--- config.mk ---
export PLATFORM = sky130hd
export DESIGN_NAME = can_transport_frame_reassembler
export DESIGN_NICKNAME = d
export VERILOG_FILES = /design/src/rtl/ctfr_pkg.sv /design/src/rtl/ctfr_queue.sv /design/src/rtl/ctfr_front.sv /design/src/rtl/ctfr_back.sv /design/src/rtl/can_transport_frame_reassembler.sv
export SDC_FILE = /design/constraint.sdc
export NUM_CORES = 1
export LEC_CHECK = 0
export BUFFER_PORTS_ARGS = -buffer_cell sky130_fd_sc_hd__buf_4
export CORE_ASPECT_RATIO = 0.8
export CORE_MARGIN = 3
export CORE_UTILIZATION = 50
export DETAILED_ROUTE_END_ITERATION = 8
export MAX_ROUTING_LAYER = met4
export PLACE_DENSITY = 0.7
export SYNTH_ARGS = -nofsm -noshare
export SYNTH_HDL_FRONTEND = slang
export SYNTH_SLANG_ARGS = --single-unit
--- constraint.sdc ---
create_clock -name clock -period 7.6 [get_ports clock]
set_clock_uncertainty 0.2 [all_clocks]
set_input_delay 0.38 -clock clock [delete_from_list [all_inputs] [get_ports clock]]
set_output_delay 0.38 -clock clock [all_outputs]
set_load 0.01 [all_outputs]
--- src/rtl/ctfr_pkg.sv ---
// ----------------------------------------------------------------------------
// CAN transport frame reassembler - shared types and constants
// Frame types, status codes and the job record passed from the
// classifier to the result serializer.
// ----------------------------------------------------------------------------
`default_nettype none

package ctfr_pkg;

   // Protocol control information codes
   localparam logic [7:0] PCI_FIRST  = 8'h10;
   localparam logic [7:0] SEQ_FIRST  = 8'h21;
   localparam logic [7:0] SEQ_LIMIT  = 8'h30;
   localparam logic [7:0] NEG_RESP   = 8'h7F;

   // Data bytes per CAN frame
   localparam int         FRAME_BYTES = 8;
   localparam logic [3:0] DLC_MAX     = 4'd8;

   // Job queue between classifier and serializer
   localparam int QDEPTH  = 2;
   localparam int QPTR_W  = $clog2(QDEPTH);
   localparam int QCNT_W  = $clog2(QDEPTH + 1);

   typedef enum logic [2:0] {
      ST_SINGLE_DONE = 3'd0,
      ST_FIRST_START = 3'd1,
      ST_APPENDED    = 3'd2,
      ST_MULTI_DONE  = 3'd3,
      ST_IGNORED     = 3'd4,
      ST_SEQ_ERROR   = 3'd5,
      ST_INVALID     = 3'd6
   } status_type;

   // One received frame
   typedef struct packed {
      logic [28:0]                 can_id;
      logic [3:0]                  dlc;
      logic [FRAME_BYTES-1:0][7:0] data;    // data[0] is the PCI byte
   } frame_type;

   // Work for the serializer: emit data[first_idx + k] for k < byte_cnt
   typedef struct packed {
      status_type                  status;
      logic [28:0]                 src_id;
      logic [7:0]                  service_id;
      logic                        multi_frame;
      logic [FRAME_BYTES-1:0][7:0] data;
      logic                        first_idx;
      logic [3:0]                  byte_cnt;
      logic [6:0]                  pos0;
   } job_type;

   // Queue status seen by both sides
   typedef struct packed {
      logic full;
      logic valid;
   } qstat_type;

endpackage

`default_nettype wire

--- src/rtl/ctfr_queue.sv ---
// ----------------------------------------------------------------------------
// CAN transport frame reassembler - job queue
// Short FIFO of classified frames between the classifier and the
// serializer so that each side stalls on its own.
// ----------------------------------------------------------------------------
`default_nettype none

module ctfr_queue
   import ctfr_pkg::*;
(
   input  wire logic    clock,
   input  wire logic    reset,
   input  wire logic    push,
   input  wire job_type push_job,
   input  wire logic    pop,
   output job_type      head_job,
   output qstat_type    qstat
);

   job_type            entry_ff [QDEPTH];
   logic [QPTR_W-1:0]  wr_ptr_ff, wr_ptr_in;
   logic [QPTR_W-1:0]  rd_ptr_ff, rd_ptr_in;
   logic [QCNT_W-1:0]  count_ff, count_in;

   // Advance pointers and occupancy
   always_comb begin
      wr_ptr_in = wr_ptr_ff;
      rd_ptr_in = rd_ptr_ff;
      count_in  = count_ff;
      if (push) begin
         wr_ptr_in = (wr_ptr_ff == QPTR_W'(QDEPTH - 1)) ? '0 : wr_ptr_ff + 1'b1;
      end
      if (pop) begin
         rd_ptr_in = (rd_ptr_ff == QPTR_W'(QDEPTH - 1)) ? '0 : rd_ptr_ff + 1'b1;
      end
      if (push && !pop) begin
         count_in = count_ff + 1'b1;
      end else if (pop && !push) begin
         count_in = count_ff - 1'b1;
      end
   end

   always_ff @(posedge clock) begin
      if (reset) begin
         wr_ptr_ff <= '0;
         rd_ptr_ff <= '0;
         count_ff  <= '0;
      end else begin
         wr_ptr_ff <= wr_ptr_in;
         rd_ptr_ff <= rd_ptr_in;
         count_ff  <= count_in;
      end
   end

   // Store the pushed job
   always_ff @(posedge clock) begin
      if (push) begin
         entry_ff[wr_ptr_ff] <= push_job;
      end
   end

   assign head_job    = entry_ff[rd_ptr_ff];
   assign qstat.full  = (count_ff == QCNT_W'(QDEPTH));
   assign qstat.valid = (count_ff != '0);

endmodule

`default_nettype wire

--- src/rtl/ctfr_front.sv ---
// ----------------------------------------------------------------------------
// CAN transport frame reassembler - frame classifier
// Accepts a frame, decodes its PCI byte, updates the collection state
// and pushes one job describing the results into the queue.
// ----------------------------------------------------------------------------
`default_nettype none

module ctfr_front
   import ctfr_pkg::*;
(
   input  wire logic      clock,
   input  wire logic      reset,
   input  wire logic      req_tvalid,
   output logic           req_tready,
   input  wire frame_type frame,
   input  wire qstat_type qstat,
   output logic           push,
   output job_type        push_job
);

   logic        seq_open_ff,  seq_open_in;
   logic [7:0]  exp_len_ff,   exp_len_in;
   logic [7:0]  next_seq_ff,  next_seq_in;
   logic [6:0]  collected_ff, collected_in;
   logic [7:0]  service_ff,   service_in;

   logic [3:0]  dlc_sat;
   logic [3:0]  added;
   logic [6:0]  total;
   logic [7:0]  pci;

   assign req_tready = !qstat.full;
   assign push       = req_tvalid && req_tready;

   // Saturate the length and count the bytes after the PCI byte
   assign dlc_sat = (frame.dlc > DLC_MAX) ? DLC_MAX : frame.dlc;
   assign added   = (dlc_sat > 4'd1) ? (dlc_sat - 4'd1) : 4'd0;
   assign total   = collected_ff + {3'b000, added};
   assign pci     = frame.data[0];

   // Classify the frame and work out the next state
   always_comb begin
      seq_open_in  = seq_open_ff;
      exp_len_in   = exp_len_ff;
      next_seq_in  = next_seq_ff;
      collected_in = collected_ff;
      service_in   = service_ff;

      push_job.status      = ST_INVALID;
      push_job.multi_frame = 1'b0;
      push_job.first_idx   = 1'b1;
      push_job.byte_cnt    = 4'd0;
      push_job.pos0        = 7'd0;

      if (pci < PCI_FIRST) begin
         // Single frame: take the service, drop any open collection
         service_in           = (frame.data[1] == NEG_RESP) ? frame.data[2] : frame.data[1];
         seq_open_in          = 1'b0;
         exp_len_in           = 8'd0;
         next_seq_in          = SEQ_FIRST;
         collected_in         = 7'd0;
         push_job.status      = ST_SINGLE_DONE;
         push_job.first_idx   = 1'b0;
         push_job.byte_cnt    = dlc_sat;
      end else if (pci == PCI_FIRST) begin
         // First frame: open a new collection
         exp_len_in           = frame.data[1];
         service_in           = frame.data[2];
         next_seq_in          = SEQ_FIRST;
         seq_open_in          = 1'b1;
         collected_in         = {3'b000, added};
         push_job.status      = ST_FIRST_START;
         push_job.multi_frame = 1'b1;
         push_job.byte_cnt    = added;
      end else if (pci inside {[SEQ_FIRST:SEQ_LIMIT - 8'd1]}) begin
         if (!seq_open_ff) begin
            push_job.status = ST_IGNORED;
         end else if (pci != next_seq_ff) begin
            push_job.status      = ST_SEQ_ERROR;
            push_job.multi_frame = 1'b1;
         end else begin
            // Matching consecutive frame: append its bytes
            push_job.multi_frame = 1'b1;
            push_job.byte_cnt    = added;
            push_job.pos0        = collected_ff;
            next_seq_in          = next_seq_ff + 8'd1;
            if ({1'b0, total} >= exp_len_ff) begin
               push_job.status = ST_MULTI_DONE;
               seq_open_in     = 1'b0;
               exp_len_in      = 8'd0;
               next_seq_in     = SEQ_FIRST;
               collected_in    = 7'd0;
            end else begin
               push_job.status = ST_APPENDED;
               collected_in    = total;
            end
         end
      end

      push_job.src_id     = frame.can_id;
      push_job.service_id = service_in;
      push_job.data       = frame.data;
   end

   // Hold collection state, update on accepted requests only
   always_ff @(posedge clock) begin
      if (reset) begin
         seq_open_ff  <= 1'b0;
         exp_len_ff   <= 8'd0;
         next_seq_ff  <= SEQ_FIRST;
         collected_ff <= 7'd0;
         service_ff   <= 8'd0;
      end else if (push) begin
         seq_open_ff  <= seq_open_in;
         exp_len_ff   <= exp_len_in;
         next_seq_ff  <= next_seq_in;
         collected_ff <= collected_in;
         service_ff   <= service_in;
      end
   end

endmodule

`default_nettype wire

--- src/rtl/ctfr_back.sv ---
// ----------------------------------------------------------------------------
// CAN transport frame reassembler - result serializer
// Walks the head job into the output register one byte per cycle while the
// register is free, and pops the job as its last result is loaded.
// ----------------------------------------------------------------------------
`default_nettype none

module ctfr_back
   import ctfr_pkg::*;
(
   input  wire logic      clock,
   input  wire logic      reset,
   input  wire qstat_type qstat,
   input  wire job_type   head_job,
   output logic           pop,
   output logic           rsp_tvalid,
   input  wire logic      rsp_tready,
   output status_type     rsp_status,
   output logic [28:0]    rsp_src_id,
   output logic [7:0]     rsp_service_id,
   output logic           rsp_multi_frame,
   output logic           rsp_byte_valid,
   output logic [7:0]     rsp_byte_value,
   output logic [6:0]     rsp_byte_position,
   output logic           rsp_tlast
);

   logic [2:0]  idx_ff, idx_in;
   logic        valid_ff;
   status_type  status_ff;
   logic [28:0] src_id_ff;
   logic [7:0]  service_ff;
   logic        multi_ff;
   logic        bvalid_ff;
   logic [7:0]  bvalue_ff;
   logic [6:0]  bpos_ff;
   logic        last_ff;

   logic        out_free;
   logic        load;
   logic        has_bytes;
   logic        is_last;
   logic [2:0]  byte_sel;

   assign out_free  = !valid_ff || rsp_tready;
   assign load      = qstat.valid && out_free;
   assign has_bytes = (head_job.byte_cnt != 4'd0);
   assign is_last   = !has_bytes || (({1'b0, idx_ff} + 4'd1) == head_job.byte_cnt);
   assign pop       = load && is_last;
   assign byte_sel  = {2'b00, head_job.first_idx} + idx_ff;

   // Step through the bytes of the head job
   always_comb begin
      idx_in = idx_ff;
      if (load) begin
         idx_in = is_last ? 3'd0 : idx_ff + 3'd1;
      end
   end

   always_ff @(posedge clock) begin
      if (reset) begin
         idx_ff   <= 3'd0;
         valid_ff <= 1'b0;
      end else begin
         idx_ff <= idx_in;
         if (load) begin
            valid_ff <= 1'b1;
         end else if (rsp_tready) begin
            valid_ff <= 1'b0;
         end
      end
   end

   // Load the output register
   always_ff @(posedge clock) begin
      if (load) begin
         status_ff   <= head_job.status;
         src_id_ff   <= head_job.src_id;
         service_ff  <= head_job.service_id;
         multi_ff    <= head_job.multi_frame;
         bvalid_ff   <= has_bytes;
         bvalue_ff   <= has_bytes ? head_job.data[byte_sel] : 8'd0;
         bpos_ff     <= has_bytes ? head_job.pos0 + {4'd0, idx_ff} : 7'd0;
         last_ff     <= is_last;
      end
   end

   assign rsp_tvalid        = valid_ff;
   assign rsp_status        = status_ff;
   assign rsp_src_id        = src_id_ff;
   assign rsp_service_id    = service_ff;
   assign rsp_multi_frame   = multi_ff;
   assign rsp_byte_valid    = bvalid_ff;
   assign rsp_byte_value    = bvalue_ff;
   assign rsp_byte_position = bpos_ff;
   assign rsp_tlast         = last_ff;

   // A result without a byte closes its frame and carries zeros
   a_empty_is_last: assert property (@(posedge clock) disable iff (reset)
      (valid_ff && !bvalid_ff) |-> (last_ff && bpos_ff == 7'd0 && bvalue_ff == 8'd0))
      else $error("byte-less result not a clean final result");

   // Byte index stays inside the head job
   a_idx_range: assert property (@(posedge clock) disable iff (reset)
      (qstat.valid && has_bytes) |-> ({1'b0, idx_ff} < head_job.byte_cnt))
      else $error("serializer index past job byte count");

   // Mid-job the index is nonzero only while the job is still queued
   a_idx_clear: assert property (@(posedge clock) disable iff (reset)
      !qstat.valid |-> (idx_ff == 3'd0))
      else $error("serializer index left over without a job");

   // Popping a job always completes a load
   a_pop_load: assert property (@(posedge clock) disable iff (reset)
      pop |=> (valid_ff && last_ff))
      else $error("job popped without a final result");

endmodule

`default_nettype wire

--- src/rtl/can_transport_frame_reassembler.sv ---
// ----------------------------------------------------------------------------
// CAN transport frame reassembler - top level
// Receive-side reassembly of segmented CAN transport messages.
// ----------------------------------------------------------------------------
// Usage:
//   The request channel carries one CAN frame per transfer. The block
//   classifies it (single, first, consecutive or invalid), tracks the
//   service identifier and the collection state, and streams on the
//   response channel one result per message byte the frame adds, or one
//   byte-less status result when it adds none. rsp_tlast marks the final
//   result of each frame.
//   An accepted frame is written into the job queue, and its first result
//   is then loaded from the queue head into the output register.
//   Throughput: results leave one per cycle while the receiver takes them,
//   and a frame yields max(1, bytes added) results, at most 8; the rate is
//   set by the single output register. A two-entry job queue lets the
//   classifier take the next frame while results still drain.
//   Reset clears the collection state, the queue and the output valid flag.
//   When the receiver stalls, the output holds, the queue fills and
//   req_tready falls; nothing is dropped.
// ----------------------------------------------------------------------------
`default_nettype none

module can_transport_frame_reassembler
   import ctfr_pkg::*;
(
   input  wire logic         clock,
   input  wire logic         reset,
   // Request: can_id[28:0], dlc[32:29], pci_byte[40:33], byte1[48:41],
   //          byte2[56:49], byte3[64:57], byte4[72:65], byte5[80:73],
   //          byte6[88:81], byte7[96:89], zero fill [103:97]
   input  wire logic         req_tvalid,
   output logic              req_tready,
   input  wire logic [103:0] req_tdata,
   // Response: src_id[28:0], service_id[36:29], byte_value[44:37],
   //           byte_position[51:45], zero fill [55:52]
   output logic              rsp_tvalid,
   input  wire logic         rsp_tready,
   output logic [55:0]       rsp_tdata,
   // Response user: status[2:0], multi_frame[3], byte_valid[4]
   output logic [4:0]        rsp_tuser,
   output logic              rsp_tlast
);

   frame_type   frame;
   qstat_type   qstat;
   job_type     push_job;
   job_type     head_job;
   logic        push;
   logic        pop;
   status_type  status;
   logic [28:0] src_id;
   logic [7:0]  service_id;
   logic        multi_frame;
   logic        byte_valid;
   logic [7:0]  byte_value;
   logic [6:0]  byte_position;

   // Unpack the request
   assign frame.can_id  = req_tdata[28:0];
   assign frame.dlc     = req_tdata[32:29];
   assign frame.data[0] = req_tdata[40:33];
   assign frame.data[1] = req_tdata[48:41];
   assign frame.data[2] = req_tdata[56:49];
   assign frame.data[3] = req_tdata[64:57];
   assign frame.data[4] = req_tdata[72:65];
   assign frame.data[5] = req_tdata[80:73];
   assign frame.data[6] = req_tdata[88:81];
   assign frame.data[7] = req_tdata[96:89];

   ctfr_front u_front (
      .clock      (clock),
      .reset      (reset),
      .req_tvalid (req_tvalid),
      .req_tready (req_tready),
      .frame      (frame),
      .qstat      (qstat),
      .push       (push),
      .push_job   (push_job)
   );

   ctfr_queue u_queue (
      .clock    (clock),
      .reset    (reset),
      .push     (push),
      .push_job (push_job),
      .pop      (pop),
      .head_job (head_job),
      .qstat    (qstat)
   );

   ctfr_back u_back (
      .clock             (clock),
      .reset             (reset),
      .qstat             (qstat),
      .head_job          (head_job),
      .pop               (pop),
      .rsp_tvalid        (rsp_tvalid),
      .rsp_tready        (rsp_tready),
      .rsp_status        (status),
      .rsp_src_id        (src_id),
      .rsp_service_id    (service_id),
      .rsp_multi_frame   (multi_frame),
      .rsp_byte_valid    (byte_valid),
      .rsp_byte_value    (byte_value),
      .rsp_byte_position (byte_position),
      .rsp_tlast         (rsp_tlast)
   );

   // Pack the response
   assign rsp_tdata = {4'b0000, byte_position, byte_value, service_id, src_id};
   assign rsp_tuser = {byte_valid, multi_frame, status};

endmodule

`default_nettype wire

==> impl_metrics.tcl, run 1 <==
set metrics [dict create \
    dp_cells 1317 \
    post_cts_resized 0 \
    cp.arrival_ns 4.87 \
    first_iter_violations 565 \
    synthToLayoutAreaGrowth_pct 26.2 \
    drt_wl_total_mm 28.2 \
    synth_seq_cells 333 \
    leakage_nw 6.13 \
    dp_hpwl_mm 18.2 \
    fmax_ghz 0.214 \
    slew_headroom_pct 31.0 \
    synthXorXnorAreaFrac_pct 2.00 \
    post-cts-setup-buffer-count 0 \
    final_cell_area_um2 17100 \
    cts-buffers-inserted 34 \
    max_stage_delay_ns 0.85 \
    r2r_end "u_front.next_seq_ff[7]" \
    whs_path_depth 3 \
    clkLatencyLatePin_ns 0.50 \
    status "finished clean" \
    cpMostUsedCell "ha_1" \
    path_cells "buf_4 > nand2b_1 > ha_1 > nor2_1 > nand2_1 > inv_1 > ha_1 > and4_1 > a32oi_1 > nand2_1 > xor2_1 > ha_1 > nand3b_1 > or2_2 > o211a_1 > a211oi_2 > nor2_1 > and2_1" \
    place_area_um2 15100 \
    antenna_left 0 \
    antenna_found_initial 2 \
    cp-end-kind "flip-flop" \
    vias 7961 \
    path_clk_slew_ns 0.06 \
    avgSynthCellArea_um2 16.4 \
    rsz0062_at_grt "no" \
    synth.distinct_cells 68 \
    grt_max_degree 74 \
    htreeDepth 2 \
    whs_endpoint "u_queue.entry_ff[1][10]" \
    fp.dieW_um 190 \
    synth-adder-area-share_pct 1.99 \
    setup_slack_ns 2.94 \
    rows 53 \
    reg2reg_from "u_front.collected_ff[3]" \
    grtUsageTotal_pct 20.1 \
    grt_pass1_wl_mm 44.5 \
    synth_seq_area_share_pct 70.7 \
    min_period_ns 4.66 \
    first_pass_iters 5 \
    final_hold_viol_count 0 \
    gr-total-overflow 0 \
    grt_pass1_vias 7967 \
    power.density_nw_per_um2 320 \
    ys.flop_type "edfxtp_1" \
    worstPathRequired_ns 7.80 \
    holdCritStartpoint "req_tdata[32]" \
    fin_util_pct 64.7 \
    crit_type "input pin to flip-flop" \
    fin_cells 1473 \
    synth-simple-area-share_pct 7.04 \
    die_area_um2 29100 \
    synth_edf_count 292 \
    start_util_pct 51.3 \
    yosysWarnings 0 \
    hold_path_class "input pin to flip-flop" \
    synthMuxAreaShare_pct 11.1 \
    synth_compound_area_share_pct 5.20 \
    ios 172 \
    rr_worst_depth 12 \
    startpoint_type "input pin" \
    p_total_mw 5.49 \
    maxSlewViolCount 0 \
    synth_area_um2 13600 \
    portBuffers 160 \
    postSynthCellCount 827 \
    drive_above_1_share_pct 28.5 \
    die_y_um 153 \
    reg2reg_slack_ns 3.53 \
    cts-root-buf "clkbuf_16" \
    routed_via_density 5.40 \
    async_flop_share_pct 0 \
    path_buf_inv 2 \
    synth_top_family_by_area "multiplexers" \
    setup_viol 0 \
    clockBufferDepth 3 \
    core-area_um2 26500 \
    max_cap_violations 0 \
    vdd_drop_max_v 0.000156 \
    worstMarginPinSlew_ns 1.04 \
    wl_per_cell_um 19.1 \
    finalCritPeriodShare_pct 61.4 \
    place_congestion 0.870 \
    layout.nets 1219 \
    cp_slowest_cell "a211oi_2" \
    place_ws_ns 2.44 \
    holdWs_ns 0.0699 \
    cts_tree "yes" \
    cts.sinks 333 \
    fin_tns_setup_ns 0 \
    cp_max_fo 18 \
    drc_errors 0 \
    crit_family "simple AND/OR/NAND/NOR gates" \
]
==> state kept, by name (all words and copies together) (netlist names), 2 cells and up, named ones only <==
signal and count:
u_back.idx_ff 3, u_back.rsp_byte_position 7, u_back.rsp_byte_value 8, u_back.rsp_service_id 8, u_back.rsp_src_id 29, u_back.rsp_status 3, u_front.collected_ff 7, u_front.exp_len_ff 8
u_front.next_seq_ff 8, u_front.service_ff 8, u_queue.count_ff 2, u_queue.entry_ff 234
==> cell usage after synthesis, drive strengths merged, types with 3 or more instances <==
cell / count / area share (%)
edfxtp: 292 / 65
mux2: 45 / 3.7
xnor2: 20 / 1.3
and2: 13 / 0.60
o21ai: 17 / 0.66
nand4b: 3 / 0.19
a21oi: 30 / 1.1
o31ai: 6 / 0.33
ha: 20 / 1.8
o31a: 6 / 0.45
xor2: 11 / 0.71
inv: 21 / 0.58
nand2: 35 / 0.99
or2: 5 / 0.23
clkbuf: 19 / 0.53
nand2b: 13 / 0.60
nand3: 18 / 0.66
a21o: 4 / 0.22
nor4: 5 / 0.34
mux4: 40 / 6.6
nor2: 47 / 1.3
a31oi: 5 / 0.23
a32oi: 4 / 0.26
nor2b: 15 / 0.69
buf: 20 / 0.79
nor3: 10 / 0.41
o211a: 3 / 0.22
and3: 6 / 0.28
mux2i: 10 / 0.74
nand4: 5 / 0.23
dfxtp: 41 / 6.1
==> how the worst max path moves through the flow <==
stage / endpoint / depth (start not counted) / slack (ns) / start
after global placement: u_front.next_seq_ff[7] / 18 / 2.57 / req_tdata[32]
after global routing: u_front.next_seq_ff[7] / 18 / 2.53 / req_tdata[32]
after CTS: u_front.next_seq_ff[7] / 18 / 2.98 / req_tdata[32]
after floorplan: u_queue.entry_ff[0][0] / 4 / 0.76 / u_queue.count_ff[0]
final: u_front.next_seq_ff[7] / 18 / 2.94 / req_tdata[32]
after detailed placement: u_front.next_seq_ff[7] / 18 / 2.44 / req_tdata[32]
==> worst reg2reg max path: cells and delay by family, from the launching register on <==
family,cells,cell delay (ns)
DFF,1,0.33
adders and majority gates,2,0.70
xor gates and xnor gates,1,0.16
AOI/OAI and AO/OA,3,1.43
and+or+nand+nor,6,1.16
==> power breakdown <==
| part | internal [mW] | total (mW) | leakage, nW | switching [mW] |
|---|---|---|---|---|
| Combinational | 0.621 | 1.30 | 2.55 | 0.683 |
| Sequential | 2.48 | 2.61 | 3.07 | 0.135 |
| Clock | 0.917 | 1.57 | 0.516 | 0.652 |
==> layer usage <==
layer | track usage [%] | wire length, µm | up-vias
li1 | - | - | 3719
met1 | 29.0 | 12700 | 3962
met2 | 30.7 | 13300 | 241
met3 | 2.89 | 1680 | 39
met4 | 4.50 | 441 | 0
met5 | - | 0 | -
==> cell families after synthesis <==
logic type,after synthesis
xor+xnor,31
flops,333
compound gates,102
simple gates,184
other cells,1
mux,95
fa+ha+maj,21
buf+inv,60
==> placed cells by master (no fill, tap or decap), types with 9 or more instances in the layout <==
cell / n
xor2_1: 11
inv_1: 20
nand2b_1: 13
nor2_1: 47
nand2_1: 34
xnor2_1: 20
o21ai_0: 16
mux4_2: 40
dfxtp_1: 40
clkbuf_1: 13
a21oi_1: 30
buf_4: 169
mux2_2: 45
nor2b_1: 14
clkbuf_16: 35
mux2i_1: 10
dlygate4sd3_1: 94
edfxtp_1: 292
nand3_1: 18
and2_1: 13
nor3_1: 9
ha_1: 20
==> what timing repair did <==
item	in CTS	in global routing
hold buffers	94	0
endpoints found under the hold margin	193	0
endpoints found under the setup margin	0	0
==> cell type report <==
cell class | count | area [µm²]
clock inverter | 9 | 80.1
antenna | 2 | 5.00
timing repair buffer | 263 | 2210
tap | 357 | 447
fill | 1884 | 9340
inverter | 21 | 78.8
sequential | 333 | 9590
multi-input combinational | 437 | 3740
clock buffer | 51 | 966
No activity file was read; power rests on OpenSTA's default activity.
==> inputs of run 2 (changes only) <==
==> constraint.sdc (replaced) <==
create_clock -name clock -period 4.6 [get_ports clock]
set_clock_uncertainty 0.2 [all_clocks]
set_input_delay 0.23 -clock clock [delete_from_list [all_inputs] [get_ports clock]]
set_output_delay 0.23 -clock clock [all_outputs]
set_load 0.01 [all_outputs]
==> impl_metrics.tcl, run 2 (same netlist as run 1, synthesis figures left out) <==
set metrics [dict create \
    status "finished clean" \
    finalCritPeriodShare_pct 93.8 \
    path_clk_slew_ns 0.06 \
    routed_via_density 5.38 \
    reg2reg_from "u_front.collected_ff[3]" \
    fp.dieW_um 190 \
    dp_cells 1322 \
    synthToLayoutAreaGrowth_pct 27.2 \
    dp_hpwl_mm 17.7 \
    min_period_ns 4.31 \
    vdd_drop_max_v 0.000307 \
    slew_headroom_pct 37.1 \
    rows 53 \
    first_pass_iters 5 \
    max_stage_delay_ns 0.55 \
    drc_errors 0 \
    cp.arrival_ns 4.54 \
    startpoint_type "input pin" \
    cts.sinks 333 \
    drt_wl_total_mm 28.3 \
    antenna_left 0 \
    place_congestion 0.888 \
    clockBufferDepth 3 \
    grt_pass1_wl_mm 44.1 \
    grtUsageTotal_pct 19.9 \
    leakage_nw 6.18 \
    cp-end-kind "flip-flop" \
    cts-root-buf "clkbuf_16" \
    clkLatencyLatePin_ns 0.52 \
    cp_max_fo 16 \
    cts_tree "yes" \
    crit_type "input pin to flip-flop" \
    start_util_pct 51.3 \
    crit_family "simple AND/OR/NAND/NOR gates" \
    regArea_um2 9590 \
    holdWs_ns 0.0202 \
    ios 172 \
    cp-startpoint "req_tdata[32]" \
    core-area_um2 26500 \
    largest_register_ffs 234 \
    reg2reg_slack_ns 1.12 \
    multi_input_area_um2 3770 \
    setup_viol 0 \
    place_ws_ns 0.142 \
    drive_above_1_share_pct 29.0 \
    portBuffers 160 \
    cpMostUsedCell "ha_1" \
    first_iter_violations 702 \
    maxSlewViolCount 0 \
    die_area_um2 29100 \
    worstPathRequired_ns 4.83 \
    htreeDepth 2 \
    cts-buffers-inserted 35 \
    path_cells "dlygate4sd3_1 > buf_4 > nand2b_1 > ha_1 > nor2_4 > nand2_1 > inv_1 > ha_1 > and4_1 > a32oi_2 > nand2_1 > xor2_1 > ha_1 > nand3b_1 > or2_2 > o211a_4 > a211oi_4 > buf_6 > nand3_1 > a21oi_1" \
    final.fill_count 1872 \
    crit_cells 20 \
    antenna_cells 0 \
    setup_slack_ns 0.287 \
    layout.nets 1229 \
    hold_path_class "input pin to flip-flop" \
    regMostFlops "u_queue.entry_ff" \
    path_buf_inv 4 \
    worstMarginPinSlew_ns 0.940 \
    max_cap_violations 0 \
    r2r_end "u_front.exp_len_ff[5]" \
    grt_pass1_vias 8007 \
    fmax_ghz 0.232 \
    final_cell_mix "292 x edfxtp_1, 172 x buf_4, 97 x dlygate4sd3_1" \
    vias 7978 \
    grt_max_degree 90 \
    gr-total-overflow 0 \
    rr_worst_depth 13 \
    endpoint "u_front.exp_len_ff[5]" \
    wl_per_cell_um 19.1 \
    final_hold_viol_count 0 \
    power.density_nw_per_um2 525 \
    cp_slowest_cell "dlygate4sd3_1" \
    die_y_um 153 \
    final_common_cell "edfxtp_1" \
    fin_cells 1483 \
    antenna_found_initial 0 \
]
-- run 2: cell count changes in the layout (fill, tap and decap cells not counted), moves of 2 or more --
cell / delta
clkbuf_1: -4
clkinv_2: -2
diode_2: -2
clkinv_1: +7
buf_12: +2
dlygate4sd3_1: +3
buf_4: +3
clkinvlp_4: +3
clkbuf_8: -2
-- run 2: cell type report --
type / count / area share, %
flip-flops and latches: 333 / 55.6
clock inverters: 17 / 0.595
multi-input cells: 437 / 21.8
well taps: 357 / 2.59
clock buffers: 46 / 5.50
repair buffers: 272 / 13.4
inverters: 21 / 0.457
-- run 2: worst min-delay path by stage --
stage                       start                        to  slack (ns)  cells past startpoint
floorplan           req_tdata[15]  u_queue.entry_ff[0][100]        0.13                      0
global placement    req_tdata[27]  u_queue.entry_ff[0][112]        0.22                      1
detailed placement  req_tdata[24]  u_queue.entry_ff[0][109]        0.22                      1
CTS                 req_tdata[29]   u_front.collected_ff[3]       0.006                      6
global route        req_tdata[31]    u_queue.entry_ff[0][9]        0.04                      3
finish              req_tdata[29]   u_front.collected_ff[3]        0.02                      6
-- run 2: per-stage QoR --
stage / TNS (ns) / total power [mW] / utilization (%) / area, µm²
2_1_floorplan: 0 / 5.66 / - / 13600
3_3_place_gp: 0 / 6.49 / 57.4 / 15200
3_5_place_dp: 0 / 6.52 / 57.4 / 15200
4_1_cts: 0 / 9.17 / 65.0 / 17200
5_1_grt: -0.123 / 9.49 / 65.2 / 17300
6_report: 0 / 9.05 / 65.2 / 17300
-- run 2: worst min-delay path: stages --
cell and delay [ns]:
buf_4 0.09, nor3_1 0.05, nand2_1 0.09, inv_1 0.06, nand2_1 0.06, a311oi_1 0.08
-- run 2: routing by layer --
layer  part of all wire (%)  wire length (µm)  vias up  global-route usage (%)
met5                      0                 0        -                       -
met4                    2.0               561        0                    5.28
met3                    7.2              2030       46                    3.35
met2                     46             12900      309                    29.5
met1                     45             12800     3885                    28.9
li1                       -                 -     3738                       -
-- run 2: timing repair --
item	4_1_cts	5_1_grt
resized for setup	0	7
hold buffers	97	0
buffers inserted	0	1
setup endpoints to repair	0	20
hold endpoints to repair	222	0
-- run 2: report_power, final --
| group | switching (mW) | internal, mW |
|---|---|---|
| clock network | 1.10 | 1.46 |
| registers | 0.178 | 4.09 |
| logic | 1.17 | 1.05 |
| total | 2.45 | 6.60 |
